==> config.mk <==
export PLATFORM = sky130hd
export DESIGN_NAME = aqe_ctrl
export DESIGN_NICKNAME = d
export VERILOG_FILES = /design/src/rtl/aqe_pkg.sv /design/src/rtl/aqe_ctrl.sv
export VERILOG_INCLUDE_DIRS = /design/src /design/src/rtl
export SDC_FILE = /design/constraint.sdc
export NUM_CORES = 1
export LEC_CHECK = 0
export ABC_AREA = 0
export BUFFER_PORTS_ARGS = -buffer_cell sky130_fd_sc_hd__buf_2
export CAP_MARGIN = 20
export CORE_MARGIN = 2
export CORE_UTILIZATION = 46
export DETAILED_ROUTE_END_ITERATION = 8
export HOLD_SLACK_MARGIN = 0.08
export PLACE_DENSITY = 0.78
export SKIP_LAST_GASP = 1
export SYNTH_ARGS = -nofsm -noshare
export SYNTH_HDL_FRONTEND = slang
export SYNTH_SLANG_ARGS = --single-unit
==> constraint.sdc <==
create_clock -name clk -period 1.7 [get_ports clk]
set_input_delay 0.085 -clock clk [delete_from_list [all_inputs] [get_ports clk]]
set_output_delay 0.085 -clock clk [all_outputs]
set_load 0.02 [all_outputs]
==> src/rtl/availability_quantile_estimator_core_defines.svh <==
// Assertion macros for the availability quantile estimator.
// No dependencies.
`ifndef AVAILABILITY_QUANTILE_ESTIMATOR_CORE_DEFINES_SVH
`define AVAILABILITY_QUANTILE_ESTIMATOR_CORE_DEFINES_SVH
`ifndef ASSERT_OFF
`define AQE_ASSERT(label, clk, rst, prop, msg) \
  label: assert property (@(posedge clk) disable iff (rst) prop) else $error(msg);
`define AQE_ASSERT_NR(label, clk, prop, msg) \
  label: assert property (@(posedge clk) prop) else $error(msg);
`else
`define AQE_ASSERT(label, clk, rst, prop, msg)
`define AQE_ASSERT_NR(label, clk, prop, msg)
`endif
`endif

==> src/rtl/aqe_pkg.sv <==
// Package for the availability quantile estimator: command/status types and codes.
// No dependencies.
`default_nettype none
package aqe_pkg;
  localparam logic [1:0] MODE_RECLAIM = 2'd0;
  localparam logic [1:0] MODE_AVAIL   = 2'd1;
  localparam logic [1:0] MODE_REFRESH = 2'd2;

  localparam logic [1:0] REG_ENABLE = 2'd0;
  localparam logic [1:0] REG_CONF   = 2'd1;
  localparam logic [1:0] REG_MAXS   = 2'd2;
  localparam logic [1:0] REG_BIRTH  = 2'd3;

  localparam logic [16:0] CONF_ONE = 17'd65536;
  localparam logic [17:0] CONF_TWO = 18'd131072;

  typedef struct packed {
    logic load;        // latch request
    logic clr_scan;    // index <= 0
    logic inc;         // index++
    logic ins_setup;   // hold insert position, point at top of tail
    logic shift_wr;    // move read word up one slot, step pointers down
    logic wr_new;      // write new length at insert position
    logic close;       // commit reclaim state
    logic open;        // commit open state
    logic halve_init;  // read pointer 1, write pointer 0
    logic halve_wr;    // copy odd entry down
    logic set_halve;   // commit halved count
    logic calc_idx;    // compute quantile product
    logic set_k;       // index <= quantile address
    logic est_fall;    // fallback multiply
    logic fall_take;   // commit fallback estimate
    logic est_take;    // take RAM word as estimate
    logic div_start;
    logic finish;      // result valid
  } aqe_cmd_t;

  typedef struct packed {
    logic scan_end;    // index reached count
    logic data_le;     // ram data <= length
    logic data_lt;     // ram data < idle
    logic pos_last;    // insert position beyond last slot
    logic shift_done;  // tail moved
    logic halve_due;
    logic open_period;
    logic div_done;
  } aqe_sts_t;
endpackage
`default_nettype wire

==> src/rtl/aqe_ctrl.sv <==
// Controller state machine for the estimator; sequences datapath commands.
// Depends on aqe_pkg and availability_quantile_estimator_core_defines.svh.
`default_nettype none
`include "availability_quantile_estimator_core_defines.svh"
module aqe_ctrl import aqe_pkg::*; (
  input  wire logic     clk,
  input  wire logic     rst,
  input  wire logic     in_fire,
  input  wire logic     enable,
  input  wire logic [1:0] mode,
  input  wire logic     out_busy,
  input  aqe_sts_t      sts,
  output aqe_cmd_t      cmd,
  output logic          idle
);
  localparam logic [4:0] S_IDLE  = 5'd0;
  localparam logic [4:0] S_DISP  = 5'd1;
  localparam logic [4:0] S_OPEN  = 5'd2;
  localparam logic [4:0] S_IRD   = 5'd3;
  localparam logic [4:0] S_ICMP  = 5'd4;
  localparam logic [4:0] S_IDEC  = 5'd5;
  localparam logic [4:0] S_SHRD  = 5'd6;
  localparam logic [4:0] S_SHW   = 5'd7;
  localparam logic [4:0] S_INS   = 5'd8;
  localparam logic [4:0] S_HRD   = 5'd9;
  localparam logic [4:0] S_HWR   = 5'd10;
  localparam logic [4:0] S_ERD   = 5'd11;
  localparam logic [4:0] S_ECMP  = 5'd12;
  localparam logic [4:0] S_QIDX  = 5'd13;
  localparam logic [4:0] S_QADR  = 5'd14;
  localparam logic [4:0] S_QRD   = 5'd15;
  localparam logic [4:0] S_QTAKE = 5'd16;
  localparam logic [4:0] S_FALL  = 5'd17;
  localparam logic [4:0] S_DIV   = 5'd18;
  localparam logic [4:0] S_DONE  = 5'd19;

  logic [4:0] state, state_next;

  always_ff @(posedge clk) begin
    if (rst) state <= S_IDLE;
    else     state <= state_next;
  end

  always_comb begin
    cmd = '0;
    state_next = state;
    unique case (state)
      S_IDLE: if (in_fire) begin
        cmd.load = 1'b1;
        state_next = S_DISP;
      end
      S_DISP: begin
        cmd.clr_scan = 1'b1;
        if (!enable) state_next = S_DONE;
        else if (mode == MODE_RECLAIM)
          state_next = sts.open_period ? S_IRD : S_DONE;
        else if (mode == MODE_AVAIL)
          state_next = sts.open_period ? S_DONE : S_OPEN;
        else if (mode == MODE_REFRESH) state_next = S_ERD;
        else state_next = S_DONE;
      end
      S_OPEN: begin
        cmd.open = 1'b1;
        if (sts.halve_due) begin
          cmd.halve_init = 1'b1;
          state_next = S_HRD;
        end else state_next = S_ERD;
      end
      // insertion: find position (RAM word valid the cycle after the address)
      S_IRD: state_next = sts.scan_end ? S_IDEC : S_ICMP;
      S_ICMP: begin
        if (sts.data_le) begin
          cmd.inc = 1'b1;
          state_next = S_IRD;
        end else state_next = S_IDEC;
      end
      S_IDEC: begin
        if (sts.pos_last) state_next = S_DIV;
        else begin
          cmd.ins_setup = 1'b1;
          state_next = S_SHRD;
        end
      end
      // shift tail up one slot, from the top down
      S_SHRD: state_next = sts.shift_done ? S_INS : S_SHW;
      S_SHW: begin
        cmd.shift_wr = 1'b1;
        state_next = S_SHRD;
      end
      S_INS: begin
        cmd.wr_new = 1'b1;
        state_next = S_DIV;
      end
      // halving: copy odd entries down
      S_HRD: begin
        if (sts.scan_end) begin
          cmd.set_halve = 1'b1;
          state_next = S_ERD;
        end else state_next = S_HWR;
      end
      S_HWR: begin
        cmd.halve_wr = 1'b1;
        state_next = S_HRD;
      end
      // estimate: skip short entries
      S_ERD: begin
        if (!sts.open_period) state_next = S_DIV;
        else if (sts.scan_end) state_next = S_QIDX;
        else state_next = S_ECMP;
      end
      S_ECMP: begin
        if (sts.data_lt) begin
          cmd.inc = 1'b1;
          state_next = S_ERD;
        end else state_next = S_QIDX;
      end
      S_QIDX: begin
        if (sts.scan_end) begin
          cmd.est_fall = 1'b1;
          state_next = S_FALL;
        end else begin
          cmd.calc_idx = 1'b1;
          state_next = S_QADR;
        end
      end
      S_QADR: begin
        cmd.set_k = 1'b1;
        state_next = S_QRD;
      end
      S_QRD: state_next = S_QTAKE;
      S_QTAKE: begin
        cmd.est_take = 1'b1;
        state_next = S_DIV;
      end
      S_FALL: begin
        cmd.fall_take = 1'b1;
        state_next = S_DIV;
      end
      S_DIV: begin
        if (mode == MODE_RECLAIM) cmd.close = 1'b1;
        else cmd.div_start = 1'b1;
        state_next = S_DONE;
      end
      S_DONE: begin
        if (sts.div_done && !out_busy) begin
          cmd.finish = 1'b1;
          state_next = S_IDLE;
        end
      end
      default: state_next = S_IDLE;
    endcase
  end

  assign idle = (state == S_IDLE);

  `AQE_ASSERT(a_one_load, clk, rst, cmd.load |=> state == S_DISP, "load not followed by dispatch")
  `AQE_ASSERT(a_fin_idle, clk, rst, cmd.finish |=> idle, "finish must return to idle")
  `AQE_ASSERT(a_no_wr_clash, clk, rst, $onehot0({cmd.shift_wr, cmd.wr_new, cmd.halve_wr}), "two RAM writes at once")
endmodule
`default_nettype wire

; ---- Word level (Yosys, flattened, before mapping)
; Index checks and enable logic that the tools add are counted.
[op_classes]
n_eq_ne = 23
n_mux = 46
n_reduce_logical = 6
[ops]
columns = op, n
row1 = $pmux 5 s18, 1
row2 = $mux 5, 11
row3 = $eq 5x4->1 const B, 8
row4 = $mux 1, 28
row5 = $eq 5x3->1 const B, 4
row6 = $eq 5x5->1 const B, 4
row7 = $eq 5x2->1 const B, 2
row8 = $mux 3, 2
row9 = $eq 5x1->1 const B, 1
row10 = $logic_not 5->1, 1
row11 = $mux 2, 2
row12 = $mux 4, 1
row13 = $ne 2x2->1 const B, 2
row14 = $reduce_or 3->1, 1
row15 = $eq 2x1->1 const B, 1
row16 = $eq 2x2->1 const B, 1
row17 = $logic_not 2->1, 1
row18 = $pmux 1 s2, 1
row19 = $reduce_and 2->1, 1
row20 = $logic_and 1x1->1, 1
row21 = $logic_not 1->1, 1
[totals]
inputBits = 15
regBits = 5
elab_cells = 76
out_inout_bits = 19

; ---- Logic depth before layout (Yosys ltp)
; Gate-level depths: netlist of run 1.
[logic_depth]
ltp_word = 6
mapped_depth = 6
ltp_nobuf = 4

; ---- Worst setup path before layout of run 1
; OpenSTA, ideal clock, no wires.
[synth_timing]
path_type = reg2reg
from = reg state[4]
to = reg state[4]
n_path_buf = 1
path_stages_with_launch = 6
t_required_ns = 1.619
setup_ns = 0.081
t_arrival_ns = 1.422
setup_slack_ns = 0.197
synth_period_minus_slack_ns = 1.503
cell_sequence = dfxtp_1 buf_6 or3_1 nor2_1 o21ai_0 a41oi_1
[synth_via]
elab_chain_cells = 3
word_cells_on_any_way = 25
classes_between = 21 x eq/ne / 1 x mux / 3 x reduce/logical
[synth_lines]
columns = element, line_no
row1 = "start, declared", aqe_ctrl.sv:37  ; logic [4:0] state, state_next;
row2 = "start signal, assigned", aqe_ctrl.sv:41  ; else state <= state_next;
row3 = "$eq 5x5->1, or another cell as far along", aqe_ctrl.sv:47  ; unique case (state)
row4 = $reduce_or 3->1 (no line) or $ne 2x2->1 (tied branches), --
row5 = $pmux 5 s18 or $reduce_and 2->1 (tied branches), --
; Several ways; a longest one is shown, not always the timed one.
; A chain may end at the register's enable or synchronous reset.

==> impl_metrics.ini, run 1 <==
[clocking]
cts_buffers = 3
cts_tree = yes
cts_root_buf = clkbuf_4
clk_pin_slew_worst_paths_ns = 0.04
numClockSinks = 5
h-tree-depth = 1
cts_setup_buffers = 0
clk_path_buf_depth = 2
cts_hold_buf = 0
worstSkewPairLatency_ns = 0.24

[floorplanning]
rows = 14
dieArea_um2 = 1950
start_util_pct = 49.3
die-height_um = 44.2
pin_count = 34
core_area_um2 = 1510
chipWidth_um = 44.2

[global_routing]
grt_overflow = 0
antenna_found_initial = 0
grt_pass1_wl_um = 3850
grt_usage_pct = 26.0
grt_max_degree = 16
grt_pass1_vias = 865

[yosys]
synthesis.area_um2 = 743
synth-seq-cells = 5
ys_seq_area_share_pct = 13.5
synth_top_area_cell = dfxtp_1
mappedNetlistNets = 124
synthArstFlopShare_pct = 0
ys_top_cells_by_area = dfxtp_1 13%, nor2b_1 6.7%, nor2_1 6.6%, nor3_1 5.4%, a21oi_1 4.7%
yosysWarnings = 0
netlist_instances = 109
synth_top_area_share_pct = 13.5
syn_avg_cell_area_um2 = 6.82
synth-edff-count = 0
synth.distinct_cells = 42
ys_dominant_reg_cell = dfxtp_1

[layout]
design_area_um2 = 1000
regArea_um2 = 103
fillCellCount = 138
top_regs = state: 5 flops
area_growth_pct = 34.7
diodes = 0
multi_input_area_um2 = 601
finalNetCount = 163
largest_register_ffs = 5
layout-drive-gt1-share_pct = 39.5
final_cells = 163
largest_register = state

[route]
drc_errors = 0
vias = 1029
vias_per_cell = 6.31
drt_iter0_markers = 31
ant_nets = 0
drt-pass1-iter-count = 4
drt-wirelength-per-cell_um = 14.4
drt-total-wl_um = 2350

[sta]
fin_skew_ns = 0.000184
period_share_pct = 98.6
rsz0062_at_grt = true
hold_violations = 0
tns_ns = 0
relSlewSlack_pct = 64.5
fmax_mhz = 596
worst_pin_slew_ns = 0.531
min_period_ns = 1.68
drv_slew = 0
hold_slack_ns = 0.0956
setup_viol_count_final = 0

[pwr]
power.density_nw_per_um2 = 1480
peakVddDrop_mv = 0.707
power_uw = 1480
p_leak_uw = 0.000447

[critical_path]
r2r_end = state[0]$_SDFFE_PP0P_
reg2reg_from = state[1]$_SDFFE_PP0P_
critPathArrivalTime_ns = 1.59
startpoint_type = register
r2r_cells = 5
startpoint = state[1]$_SDFFE_PP0P_
rrSetupSlack_ns = 0.09
critPathMaxFanout = 7
crit_type = register to output port
worstSetupEndpointType = output port
worst-endpoint-required_ns = 1.62

[hold_path]
min_to = state[1]$_SDFFE_PP0P_
hold_class = input port to register
hold_depth = 2
worstHoldStart = rst

[run]
max_cap_violations = 0

[placement]
portBuffers = 33
dpl.hpwl_um = 1740
routabilityCongestion = 0.917
placed_cells = 159
postPlaceCellArea_um2 = 947

[status]
status = finished clean
[kinds of logic (layout without fill, tap and decap cells)]
group                     after synthesis  in the layout  synth area share, %
buffers and inverters                  12             50                 9.09
xor gates and xnor gates                1              1                 1.18
DFF                                     5              5                 13.5
and+or+nand+nor                        58             58                 44.3
muxes                                   1              1                 1.52
AOI/OAI and AO/OA                      32             32                 30.5
[synth_stat cells, types with 2 or more instances]
| library cell | number |
|---|---|
| nor2_1 | 13 |
| nor2b_1 | 8 |
| nor3_1 | 8 |
| a21oi_1 | 7 |
| o21ai_0 | 6 |
| dfxtp_1 | 5 |
| nand2_1 | 4 |
| nand2b_1 | 4 |
| a31oi_1 | 3 |
| and3_1 | 3 |
| buf_2 | 3 |
| buf_4 | 3 |
| nand3_1 | 3 |
| a2111oi_0 | 2 |
| a21o_1 | 2 |
| a41oi_1 | 2 |
| and2_1 | 2 |
| clkbuf_1 | 2 |
| inv_1 | 2 |
| nand3b_1 | 2 |
| nor3b_1 | 2 |
| nor4b_1 | 2 |
| or3_1 | 2 |
[metrics by stage]
stage / worst slack (ns) / utilization (%)
final: 0.0230 / 66.4
after global routing: -0.0851 / 66.4
after CTS: 0.00693 / 65.0
after detailed placement: 0.152 / 62.9
after global placement: 0.143 / 62.9
after floorplan: 0.197 / -
[layer usage]
| metal | vias up | track usage (%) | wire [um] |
|---|---|---|---|
| li1 | 492 | - | - |
| met1 | 473 | 33.5 | 1010 |
| met2 | 60 | 42.4 | 1100 |
| met3 | 4 | 4.90 | 217 |
| met4 | 0 | 10.9 | 18 |
| met5 | - | 0 | 0 |
[cell type report]
class                   count  area share, %
well taps                  16           2.00
repair buffers             43           24.0
flip-flops and latches      5           10.2
clock buffers               4           2.63
multi-input cells          92           60.0
inverters                   3           1.13
[cells in the final DEF, fill, tap and decap left out, types with 2 or more instances in the layout]
master | Yosys | routed
inv_1 | 2 | 2
nor3b_1 | 2 | 2
a41oi_1 | 2 | 2
nand3_1 | 3 | 3
buf_2 | 3 | 33
and3_1 | 3 | 3
nor2b_1 | 8 | 6
o21ai_0 | 6 | 6
clkbuf_4 | 0 | 3
and2_1 | 2 | 2
buf_4 | 3 | 10
a31oi_1 | 3 | 3
a21o_1 | 2 | 2
a21oi_1 | 7 | 7
nand3b_1 | 2 | 2
dfxtp_2 | 0 | 2
dfxtp_1 | 5 | 3
a2111oi_1 | 1 | 2
nor2_1 | 13 | 12
nor3_1 | 8 | 7
nand2b_1 | 4 | 4
nand2_1 | 4 | 4
or3_1 | 2 | 2
nor4b_1 | 2 | 2
[critical path, cell delays in order, from the launching register on]
cell and delay (ns):
dfxtp_1 0.37, buf_4 0.19, or3_1 0.45, nor2_2 0.16
buf_2 0.18
[timing repair]
item / 4_1_cts / 5_1_grt
hold endpoints to repair: 0 / 0
gates resized for setup: 1 / 8
setup endpoints to repair: 4 / 15
gates cloned: 0 / 0
[power by group]
group	leakage, uW	switching [uW]	internal, uW
registers	0.0000418	128	164
clock network	0.0000150	51.0	88.9
logic	0.000390	589	457
[worst max-delay path by stage]
stage | to | slack (ns) | cells past startpoint
after CTS | cmd[16] | 0.007 | 4
after detailed placement | state[1]$_SDFFE_PP0P_ | 0.15 | 4
after global placement | state[1]$_SDFFE_PP0P_ | 0.14 | 4
final | cmd[16] | 0.02 | 4
after global routing | cmd[11] | -0.09 | 5
after floorplan | state[4]$_SDFFE_PP0P_ | 0.20 | 5
No activity file was read; power rests on OpenSTA's default activity.
==> run 2: changes to the inputs <==
- PLACE_DENSITY: 0.78 -> 0.84
==> impl_metrics.ini, run 2 (synthesis gave the netlist of run 1 again) <==
[route]
ant_nets = 0
drt_iter0_markers = 49
drt-pass1-iter-count = 4
drt-wirelength-per-cell_um = 15.3
drt-total-wl_um = 2470
drc_errors = 0
vias = 1014
vias_per_cell = 6.30

[sta]
setup_viol_count_final = 0
fmax_mhz = 619
rsz0062_at_grt = true
min_period_ns = 1.62
relSlewSlack_pct = 67.9
hold_violations = 0
fin_skew_ns = 0.00510
worst_pin_slew_ns = 0.480
period_share_pct = 95.1
drv_slew = 0
tns_ns = 0

[layout]
top_regs = state: 5 flops
finalNetCount = 161
diodes = 0
layout-drive-gt1-share_pct = 37.9
design_area_um2 = 976
fillCellCount = 130
largest_register_ffs = 5
area_growth_pct = 31.3
layout_commonest_cell = buf_2
final_cell_mix = 33 x buf_2, 13 x nor2_1, 8 x buf_4
largest_register = state
fin_util_pct = 64.8

[floorplanning]
rows = 14
pin_count = 34
die-height_um = 44.2
start_util_pct = 49.3
core_area_um2 = 1510
dieArea_um2 = 1950
chipWidth_um = 44.2

[clocking]
cts_setup_buffers = 0
cts_buffers = 3
h-tree-depth = 1
numClockSinks = 5
cts_tree = yes
clk_path_buf_depth = 2
cts_root_buf = clkbuf_4
clk_pin_slew_worst_paths_ns = 0.04
worstSkewPairLatency_ns = 0.25

[pwr]
power_uw = 1430
power.density_nw_per_um2 = 1470
p_leak_uw = 0.000437
peakVddDrop_mv = 0.659

[critical_path]
worstSetupEndpointType = output port
cpPeakStageDelay_ns = 0.45
cp_top_family = flip-flops
timing.critical_path.buf_inv = 2
worst-endpoint-required_ns = 1.62
critPathArrivalTime_ns = 1.53
crit_slowest_cell = dfxtp_1
startpoint_type = register
worstPathCellList = buf_4, nor3_2, and3_1, buf_2
critPathMaxFanout = 13
crit_type = register to output port

[global_routing]
grt_overflow = 0
grt_max_degree = 14
grt_usage_pct = 26.2
antenna_found_initial = 0
grt_pass1_vias = 899
grt_pass1_wl_um = 3870

[placement]
portBuffers = 33
dpl.hpwl_um = 1760
routabilityCongestion = 0.860
postPlaceCellArea_um2 = 932

[hold_path]
hold_class = input port to register

[run]
max_cap_violations = 0

[status]
status = finished clean
[run 2: changes by cell type in the layout (fill, tap and decap cells not counted)]
cell     before  now
nor3_2        1    2
nor3_4        1    0
nor2b_4       1    0
nor2_2        1    0
nor2b_1       6    7
nor2_1       12   13
nor4b_1       2    1
buf_4        10    8
nor4b_2       0    1
[run 2: routing by layer]
metal,vias to the layer above,global-route usage (%),wire length (um)
met3,12,2.45,211
met5,-,0,0
li1,482,-,-
met1,459,32.9,965
met2,61,45.6,1200
met4,0,10.3,93
[run 2: metrics by stage]
step | hold slack (ns) | setup slack (ns) | instances
final | 0.102 | 0.0840 | 161
after global routing | 0.115 | -0.0636 | 161
after CTS | 0.0963 | 0.0466 | 161
after detailed placement | 0.354 | 0.164 | 157
after global placement | 0.347 | 0.173 | 157
after floorplan | 0.148 | 0.197 | 109
[run 2: timing repair]
action / 4_1_cts / 5_1_grt
gates resized for setup: 1 / 5
pin swaps: 0 / 0
setup endpoints to repair: 4 / 9
hold buffers: 0 / 0
[run 2: path summary, 6_finish.rpt]
path | cells after the start | slack [ns] | to | startpoint
setup reg to reg | 4 | 0.15 | state[1]$_SDFFE_PP0P_ | state[0]$_SDFFE_PP0P_
setup / recovery | 4 | 0.08 | cmd[9] | state[4]$_SDFFE_PP0P_
hold reg to reg | 2 | 0.70 | state[4]$_SDFFE_PP0P_ | state[0]$_SDFFE_PP0P_
hold / removal | 2 | 0.10 | state[1]$_SDFFE_PP0P_ | rst
[run 2: cell type report]
type                       count  area, um2  area share, %
multi-input combinational     92        591           60.5
inverter                       3       11.3           1.15
clock buffer                   4       26.3           2.69
sequential                     5        103           10.5
tap                           16       20.0           2.05
timing repair buffer          41        225           23.1
[run 2: power breakdown]
part / total, uW / internal (uW) / switching [uW] / leakage [uW]
logic: 1000 / 417 / 586 / 0.000380
clock network: 144 / 89.1 / 55.3 / 0.0000150
registers: 283 / 164 / 119 / 0.0000419
==> run 3: changes to the inputs <==
- CORE_UTILIZATION: 46 -> 48
- CTS_BUF_LIST: unset -> sky130_fd_sc_hd__clkbuf_8
- PLACE_DENSITY: 0.84 -> 0.87
==> impl_metrics.ini, run 3 (synthesis gave the netlist of run 1 again) <==
[status]
status = finished clean

[sta]
drv_slew = 0
fin_skew_ns = 0.000390
relSlewSlack_pct = 69.3
rsz0062_at_grt = false
tns_ns = 0
worst_pin_slew_ns = 0.459
fmax_mhz = 613
min_period_ns = 1.63
setup_viol_count_final = 0
period_share_pct = 96.0
hold_violations = 0

[layout]
area_growth_pct = 32.7
fillCellCount = 130
layout_commonest_cell = buf_2
top_regs = state: 5 flops
final_cell_mix = 33 x buf_2, 12 x nor2_1, 8 x nor2b_1, 7 x nor3_1, 7 x a21oi_1
largest_register = state
diodes = 0
largest_register_ffs = 5
fin_util_pct = 67.0
layout-drive-gt1-share_pct = 38.5
final_cells = 159
finalNetCount = 159

[clocking]
cts_root_buf = clkbuf_8
clk_pin_slew_worst_paths_ns = 0.04
clk_path_buf_depth = 2
cts_tree = yes
numClockSinks = 5
cts_hold_buf = 0
cts_buffers = 3
worstSkewPairLatency_ns = 0.23
h-tree-depth = 1

[floorplanning]
dieArea_um2 = 1880
pin_count = 34
core_area_um2 = 1470
chipWidth_um = 43.4
rows = 14
start_util_pct = 50.5
die-height_um = 43.4

[global_routing]
grt_overflow = 0
grt_pass1_wl_um = 3800
grt_usage_pct = 26.1
grt_max_degree = 18
grt_pass1_vias = 894
antenna_found_initial = 0

[critical_path]
critPathArrivalTime_ns = 1.55
r2r_cells = 5
reg2reg_from = state[3]$_SDFFE_PP0P_
worstPathCellList = buf_4, nor3_2, and3_1, buf_2
cp_top_family = simple AND/OR/NAND/NOR gates
crit_type = register to output port
worstSetupEndpointType = output port
rrSetupSlack_ns = 0.13
critPathMaxFanout = 10
timing.critical_path.buf_inv = 2
startpoint_type = register
crit_slowest_cell = dfxtp_1
r2r_end = state[1]$_SDFFE_PP0P_
cpPeakStageDelay_ns = 0.40
worst-endpoint-required_ns = 1.62

[run]
max_cap_violations = 0

[placement]
portBuffers = 33
placed_cells = 155
routabilityCongestion = 0.937
dpl.hpwl_um = 1670

[hold_path]
hold_depth = 2
min_to = state[1]$_SDFFE_PP0P_
hold_class = input port to register
worstHoldStart = rst

[pwr]
p_leak_uw = 0.000440
peakVddDrop_mv = 0.810
power.density_nw_per_um2 = 1510

[route]
vias = 984
drt-wirelength-per-cell_um = 14.5
drt-pass1-iter-count = 4
ant_nets = 0
drc_errors = 0
drt_iter0_markers = 47
drt-total-wl_um = 2310
vias_per_cell = 6.19
-- run 3: worst max path at each step --
| stage | from | endpoint | slack [ns] | cells past startpoint |
|---|---|---|---|---|
| floorplan | state[4]$_SDFFE_PP0P_ | state[4]$_SDFFE_PP0P_ | 0.20 | 5 |
| global placement | state[2]$_SDFFE_PP0P_ | state[1]$_SDFFE_PP0P_ | 0.13 | 4 |
| detailed placement | state[0]$_SDFFE_PP0P_ | state[1]$_SDFFE_PP0P_ | 0.03 | 4 |
| CTS | state[2]$_SDFFE_PP0P_ | cmd[15] | 0.005 | 4 |
| global route | state[3]$_SDFFE_PP0P_ | state[1]$_SDFFE_PP0P_ | 0.007 | 5 |
| finish | state[3]$_SDFFE_PP0P_ | cmd[17] | 0.07 | 4 |
-- run 3: final cells by class --
| class | count | area (um2) | area share [%] |
|---|---|---|---|
| timing repair buffer | 39 | 210 | 21.3 |
| clock buffer | 3 | 41.3 | 4.19 |
| multi-input combinational | 92 | 596 | 60.4 |
| tap | 16 | 20.0 | 2.03 |
| inverter | 3 | 11.3 | 1.14 |
| clock inverter | 1 | 3.75 | 0.381 |
| sequential | 5 | 104 | 10.5 |
-- run 3: power breakdown --
group	leakage (uW)	switching (uW)	internal (uW)
registers	0.0000422	141	166
clock network	0.0000269	73.6	156
logic	0.000371	553	403
total	0.000440	768	725
-- run 3: per-stage QoR --
step           setup WS, ns  area (um2)  power, uW  hold slack [ns]
2_1_floorplan         0.197         743        976            0.148
3_3_place_gp          0.132         917       1170            0.345
3_5_place_dp         0.0301         917       1200            0.353
4_1_cts             0.00529         968       1450            0.116
5_1_grt             0.00698         986       1600            0.133
6_report             0.0677         986       1490            0.125
-- run 3: worst reg2reg max path, delay by kind of cell, from the launching register on --
| family | cells | cell delay [ns] |
|---|---|---|
| AND/OR/NAND/NOR | 1 | 0.23 |
| flip-flops | 1 | 0.51 |
| buffers and inverters | 1 | 0.20 |
| AO/OA/AOI/OAI | 3 | 0.49 |
-- run 3: metal layers --
layer | part of all wire (%) | track usage, % | routed length (um)
met2 | 49 | 43.6 | 1130
met5 | 0 | 0 | 0
met3 | 7.8 | 3.33 | 180
met4 | 1.4 | 8.48 | 33
met1 | 42 | 34.9 | 962
-- run 3: repair_timing --
action / CTS / global route
resized for setup: 2 / 6
endpoints found under the hold margin: 0 / 0
endpoints found under the setup margin: 7 / 9
buffers inserted: 0 / 0
